==> config.mk <==
export PLATFORM = sky130hd
export DESIGN_NAME = hkvt_cell
export DESIGN_NICKNAME = d
export VERILOG_FILES = /design/src/hkvt_pkg.sv /design/src/hkvt_cell.sv
export SDC_FILE = /design/constraint.sdc
export NUM_CORES = 1
export LEC_CHECK = 0
export CAP_MARGIN = 40
export CELL_PAD_IN_SITES_DETAIL_PLACEMENT = 0
export CELL_PAD_IN_SITES_GLOBAL_PLACEMENT = 1
export CORE_UTILIZATION = 52
export CTS_BUF_LIST = sky130_fd_sc_hd__clkbuf_4 sky130_fd_sc_hd__clkbuf_8
export DETAILED_ROUTE_END_ITERATION = 6
export DONT_BUFFER_PORTS = 1
export PLACE_DENSITY_LB_ADDON = 0.1
export SETUP_SLACK_MARGIN = 0.5
export SLEW_MARGIN = 20
export SYNTH_ARGS = -nofsm -noshare
export SYNTH_HDL_FRONTEND = slang
export SYNTH_SLANG_ARGS = --single-unit
==> constraint.sdc <==
create_clock -name clk -period 4.7 [get_ports clk]
set_clock_uncertainty 0.1 [all_clocks]
set_input_delay 0.47 -clock clk [delete_from_list [all_inputs] [get_ports clk]]
set_output_delay 0.47 -clock clk [all_outputs]
set_load 0.1 [all_outputs]
==> src/hkvt_pkg.sv <==
package hkvt_pkg;

	localparam int TABLE_DEPTH_DEF = 64;

	localparam logic [1:0] CMD_GET    = 2'd0;
	localparam logic [1:0] CMD_SET    = 2'd1;
	localparam logic [1:0] CMD_CLEAR  = 2'd2;
	localparam logic [1:0] CMD_COMMIT = 2'd3;

	localparam logic [1:0] ST_OK        = 2'd0;
	localparam logic [1:0] ST_NOT_FOUND = 2'd1;
	localparam logic [1:0] ST_FULL      = 2'd2;

	// Request as it travels down the row of record cells.
	typedef struct packed {
		logic [1:0]  cmd;
		logic [31:0] key;
		logic [7:0]  etype;
		logic [31:0] evalue;
		logic        hit;
		logic        appended;
		logic        changed;
		logic [7:0]  ftype;
		logic [31:0] fval;
	} hkvt_tok_t;

endpackage

==> src/hkvt_cell.sv <==
module hkvt_cell #(
	parameter int DEPTH = hkvt_pkg::TABLE_DEPTH_DEF,
	parameter int IDX   = 0
) (
	input  logic                         clk,
	input  logic                         arst_n,
	input  logic [$clog2(DEPTH+1)-1:0]   count,
	input  logic                         vld_in,
	input  hkvt_pkg::hkvt_tok_t          tok_in,
	output logic                         vld_out,
	output hkvt_pkg::hkvt_tok_t          tok_out
);
	import hkvt_pkg::*;

	localparam int CNT_W = $clog2(DEPTH + 1);

	logic [31:0] key_q;
	logic [7:0]  type_q;
	logic [31:0] val_q;
	logic        vld_q;
	hkvt_tok_t   tok_q;
	hkvt_tok_t   tok_nxt;

	logic used;
	logic app_pos;
	logic match;
	logic upd;
	logic app;

	assign used    = CNT_W'(IDX) < count;
	assign app_pos = CNT_W'(IDX) == count;
	assign match   = vld_in && used && !tok_in.hit && (key_q == tok_in.key);
	assign upd     = match && (tok_in.cmd == CMD_SET)
		&& ((type_q != tok_in.etype) || (val_q != tok_in.evalue));
	// The first free slot is reached only after every used record was checked.
	assign app     = vld_in && app_pos && !tok_in.hit && (tok_in.cmd == CMD_SET);

	always_comb begin
		tok_nxt = tok_in;
		if (match) begin
			tok_nxt.hit = 1'b1;
			if (tok_in.cmd == CMD_GET) begin
				tok_nxt.ftype = type_q;
				tok_nxt.fval  = val_q;
			end
		end
		if (upd || app) begin
			tok_nxt.changed = 1'b1;
		end
		if (app) begin
			tok_nxt.appended = 1'b1;
		end
	end

	always_ff @(posedge clk) begin
		if (app) begin
			key_q <= tok_in.key;
		end
		if (upd || app) begin
			type_q <= tok_in.etype;
			val_q  <= tok_in.evalue;
		end
		tok_q <= tok_nxt;
	end

	always_ff @(posedge clk or negedge arst_n) begin
		if (!arst_n) begin
			vld_q <= 1'b0;
		end else begin
			vld_q <= vld_in;
		end
	end

	assign vld_out = vld_q;
	assign tok_out = tok_q;

endmodule

### After elaboration in Yosys (flattened, before gate mapping)

Cells that the tools add are included.

| cells by class | value |
|---|---|
| $lt $le $gt $ge | 1 |
| equality and inequality tests | 4 |
| muxes and demuxes | 2 |
| reductions and logical operators | 13 |

Operators with widths:

| kind | number |
|---|---|
| $mux W40 | 2 |
| $eq A32 B32 Y1 | 1 |
| $ne A32 B32 Y1 | 1 |
| $logic_and A1 B1 Y1 | 8 |
| $ne A8 B8 Y1 | 1 |
| $logic_not A7 Y1 | 1 |
| $lt A1 B7 Y1 const A | 1 |
| $eq A2 B1 Y1 const B | 1 |
| $logic_not A2 Y1 | 1 |
| $logic_or A1 B1 Y1 | 2 |
| $logic_not A1 Y1 | 1 |

| word-level totals | value |
|---|---|
| bits in registers | 190 |
| input port bits | 127 |
| output and inout bits | 118 |
| word-level logic and storage cells | 33 |

### Depth between registers and ports, before layout

| logic depth | value |
|---|---|
| depth after elaboration | 7 |
| gate-level depth with buffers | 6 |
| mapped depth without buffers | 5 |

### Worst setup path before layout

No wires, ideal clock.

| timing path | value |
|---|---|
| path type | input to register |
| from | in count[2] |
| to | reg type_q[0], enable pin |
| setup time | 0.446 ns |
| arrival | 5.468 ns |
| required time | 4.154 ns |
| setup slack | -1.314 ns |
| cell stages on the path | 4 |
| buffers on the path | 0 |
| cell sequence | nor4_1 > nand2_1 > nor4_1 > o21bai_1 |

| on the way | value |
|---|---|
| elaborated cells on any way between the ends | 11 |
| classes of those cells | order compare (1); reduce/logical (10) |

RTL lines:

| element | RTL line | RTL |
|---|---|---|
| from (decl) | hkvt_cell.sv:7 | `input logic [$clog2(DEPTH+1)-1:0] count,` |
| $logic_not A7 Y1 | hkvt_cell.sv:31 | `assign app_pos = CNT_W'(IDX) == count;` |
| $logic_and A1 B1 Y1 (3 in series) | hkvt_cell.sv:36 | `assign app = vld_in && app_pos && !tok_in.hit && (tok_in.cmd == CMD_SET);` |
| net app | hkvt_cell.sv:28 | `logic app;` |
| $logic_or A1 B1 Y1 | hkvt_cell.sv:59 | `if (upd \|\| app) begin` |
| to (signal assigned) | hkvt_cell.sv:60 | `type_q <= tok_in.etype;` |
| to (decl) | hkvt_cell.sv:18 | `logic [7:0] type_q;` |

The timed path passes the listed nets, and every way through them passes these cells.
A chain may end at the register's enable or synchronous reset.

### Worst setup path after layout

| timing path | value |
|---|---|
| from | reg key_q[10] |
| to | reg val_q[22], enable pin |

| on the way | value |
|---|---|
| longest elaborated chain between the ends | 5 |

RTL lines:

| element | RTL line | RTL |
|---|---|---|
| from (decl) | hkvt_cell.sv:17 | `logic [31:0] key_q;` |
| from (signal assigned) | hkvt_cell.sv:57 | `key_q <= tok_in.key;` |
| $eq A32 B32 Y1 | hkvt_cell.sv:32 | `assign match = vld_in && used && !tok_in.hit && (key_q == tok_in.key);` |
| $logic_and A1 B1 Y1 | hkvt_cell.sv:32 |  |
| $logic_and A1 B1 Y1 | hkvt_cell.sv:33 | `assign upd = match && (tok_in.cmd == CMD_SET)` |
| $logic_and A1 B1 Y1 | hkvt_cell.sv:34 | `&& ((type_q != tok_in.etype) \|\| (val_q != tok_in.evalue));` |
| $logic_or A1 B1 Y1 | hkvt_cell.sv:59 |  |
| to (signal assigned) | hkvt_cell.sv:61 | `val_q <= tok_in.evalue;` |
| to (decl) | hkvt_cell.sv:19 | `logic [31:0] val_q;` |

Every way passes these cells.

==> results.yml <==
run_status:
  status: "complete, no violations"
yosys:
  synth_cell_types: 25
  netlist_area_sq_um: 5969
  netlist_instances: 349
  synth_top_family_by_area: "XOR/XNOR gates"
  synth-simple-area-share_pct: 4.045
  synth_xor_area_share_pct: 10.56
  syn_nets: 476
  synth_compound_area_share_pct: 0.4611
  ys.warnings.count: 0
  ys_seq_elements: 190
  seq_area_frac_synth_pct: 75.88
  muxShareOfSynthArea_pct: 8.174
  postSynthAreaPerCell_sq_um: 17.10
  synthAdderAreaFrac_pct: 0
clock_tree:
  clock-sinks: 190
  clk_pin_slew_worst_paths_ns: 0.09
  h-tree-depth: 4
  clock_path_buffers: 2
  clock_latency_ns: 0.45
  cts_tree: "done"
  cts_buffers: 17
  root_buffer: "clkbuf_8"
floorplan:
  core_sq_um: 11030
  die_area_sq_um: 11910
  die_x_um: 109.1
  die_h_um: 109.1
  floorplan.rows: 38
  io_pins: 245
  initial_core_util_pct: 54.12
grt:
  antenna_found_initial: 1
  grt_pass1_wl_um: 22920
  grt_pass1_vias: 4159
  grt.total_usage_pct: 27.42
  grt_max_degree: 41
  globalRouteOverflowTotal: 0
drt:
  wl_met3_um: 1397
  wl_met2_um: 8474
  drt_first_pass_iters: 4
  routed_wirelength_um: 16030
  wl_per_cell_um: 22.33
  drtIter0Drc: 198
  antenna_left: 0
  drc_errors: 0
  wl_met1_um: 5792
  vias: 3706
  post_drt_via_cell_ratio: 5.162
  route.top_layer_used: "met4"
finish:
  area_growth_pct: 54.47
  fillCellCount: 514
  multi_input_area_sq_um: 1414
  drive_gt1_share_pct: 34.03
  fin_cells: 718
  layout_common_cells: "117 x dfxtp_1, 104 x buf_8, 79 x dlygate4sd3_1, 72 x edfxtp_1, 64 x xor2_1"
  seqCellArea_sq_um: 4529
  layout_commonest_cell: "dfxtp_1"
  nets: 690
setup_path:
  max_stage_delay_ns: 0.61
  cp_max_fo: 23
  path_cells: "xor2_1 -> nor4_1 -> nand3_1 -> or4_1 -> o21bai_4 -> buf_4"
  worst_setup_path_end_kind: "register"
  worst-endpoint-required_ns: 4.74
  cpMaxStageDelayCell: "or4_1"
  crit_type: "reg2reg"
  cp_data_arrival_time_ns: 3.18
  startpoint_type: "register"
sta:
  rsz0062_at_grt: "false"
  timing.fmax_mhz: 318.2
  worstMarginPinSlew_ns: 0.8957
  slew_violations: 0
  fin_ws_ns: 1.558
  timing.final.crit_share_pct: 66.86
  hold_violations: 0
  setup_viol: 0
  min_period_ns: 3.142
  relSlewSlack_pct: 40.33
  hold_slack_ns: 0.05294
  fin_tns_setup_ns: 0
power_and_ir_drop:
  leakage_nw: 3.650
  vdd_ir_drop_max_mv: 0.4766
  p_per_area_nw_per_um2: 378.2
placed_design:
  io_buffers: 0
  post-place-ws_ns: 1.472
  gp_congestion: 0.6950
  dp.final_hpwl_um: 9777
  dp.cells: 605
min_path:
  holdCritPathClass: "in2reg"
flow_run:
  maxCapViolations: 0
## kinds of logic (layout without fill, tap and decap cells)
| family | Yosys count | in the layout |
|---|---|---|
| AO/OA/AOI/OAI | 4 | 4 |
| XOR/XNOR | 72 | 72 |
| buffers and inverters | 6 | 233 |
| flip-flops | 190 | 190 |
| multiplexers | 40 | 40 |
| other | 0 | 2 |
| AND/OR/NAND/NOR | 37 | 37 |
## cell usage after synthesis
library cell / number / area (sq um)
nand4b_1: 1 / 8.760
inv_1: 2 / 7.510
dfrtp_1: 1 / 25.02
nand4_1: 5 / 31.28
dfxtp_1: 117 / 2342
nor4_2: 1 / 12.51
nand3_1: 2 / 10.01
o31ai_1: 1 / 7.510
or2_2: 2 / 12.51
or4_1: 1 / 7.510
buf_6: 4 / 45.04
nand2b_1: 1 / 6.260
edfxtp_1: 72 / 2162
a211oi_1: 1 / 7.510
nand2_1: 3 / 11.26
nor4_1: 17 / 106.4
o21ai_0: 1 / 5.000
nor4_4: 1 / 21.27
nor2_1: 1 / 3.750
xor2_1: 64 / 560.5
xnor2_1: 8 / 70.07
mux2_4: 10 / 150.1
mux2_2: 30 / 337.8
o21bai_1: 1 / 7.510
nor3_1: 2 / 10.01
## what timing repair did
| action | in CTS | in global routing |
|---|---|---|
| setup buffers | 0 | 0 |
| resized for setup | 0 | 0 |
| hold buffers | 79 | 0 |
| hold endpoints to repair | 151 | 0 |
## layer usage
layer  track usage, %  vias to the layer above
met5                0                        -
met4            11.00                        0
met3            9.444                       25
met2            49.10                      201
met1            29.39                     1810
li1                 -                     1670
## through the flow
step	instance area [sq um]	util (%)	total power, mW
after global routing	9219	83.58	3.586
after global placement	6148	55.74	2.261
after CTS	9216	83.55	3.486
after detailed placement	8068	73.14	2.459
after floorplan	5984	-	2.248
final	9221	83.60	3.487
## layout make-up
cell class                      count  share of cell area (%)
Tap cell                          140                   1.900
Clock inverter                      8                  0.7056
Sequential cell                   190                   49.12
Multi-Input combinational cell    153                   15.33
Inverter                            2                 0.08141
Antenna cell                        2                 0.05427
Clock buffer                       24                   3.175
Timing Repair Buffer              199                   29.63
## worst max-delay path: cells and delay by family, from the launching register on
| kind | cells | cell delay [ns] |
|---|---|---|
| xor gates and xnor gates | 1 | 0.16 |
| DFF | 1 | 0.39 |
| buffers and inverters | 1 | 0.38 |
| and+or+nand+nor | 3 | 1.20 |
| AOI/OAI and AO/OA | 1 | 0.61 |
## sequential cells by signal (all words and copies together) (netlist names)
register,count
type_q,8
val_q,32
key_q,32
vld_out,1
tok_out,117
## power breakdown
group | internal, mW | switching [mW] | total (mW)
registers | 1.76 | 0.0453 | 1.80
logic | 0.230 | 0.457 | 0.687
clock network | 0.463 | 0.533 | 0.996
total | 2.45 | 1.03 | 3.49
## path summary, 6_finish.rpt
kind                                to  cells past startpoint  slack (ns)  startpoint
setup / recovery             val_q[22]                      6        1.56   key_q[10]
hold / removal              tok_out[4]                      1        0.05   tok_in[4]
setup reg to reg             val_q[22]                      6        1.56   key_q[10]
hold reg to reg            tok_out[14]                      1        0.43   val_q[14]
max in group asynchronous      vld_out                      1        4.27      arst_n
min in group asynchronous      vld_out                      1        0.13      arst_n
Note: power is estimated with default switching activity, not from simulation.
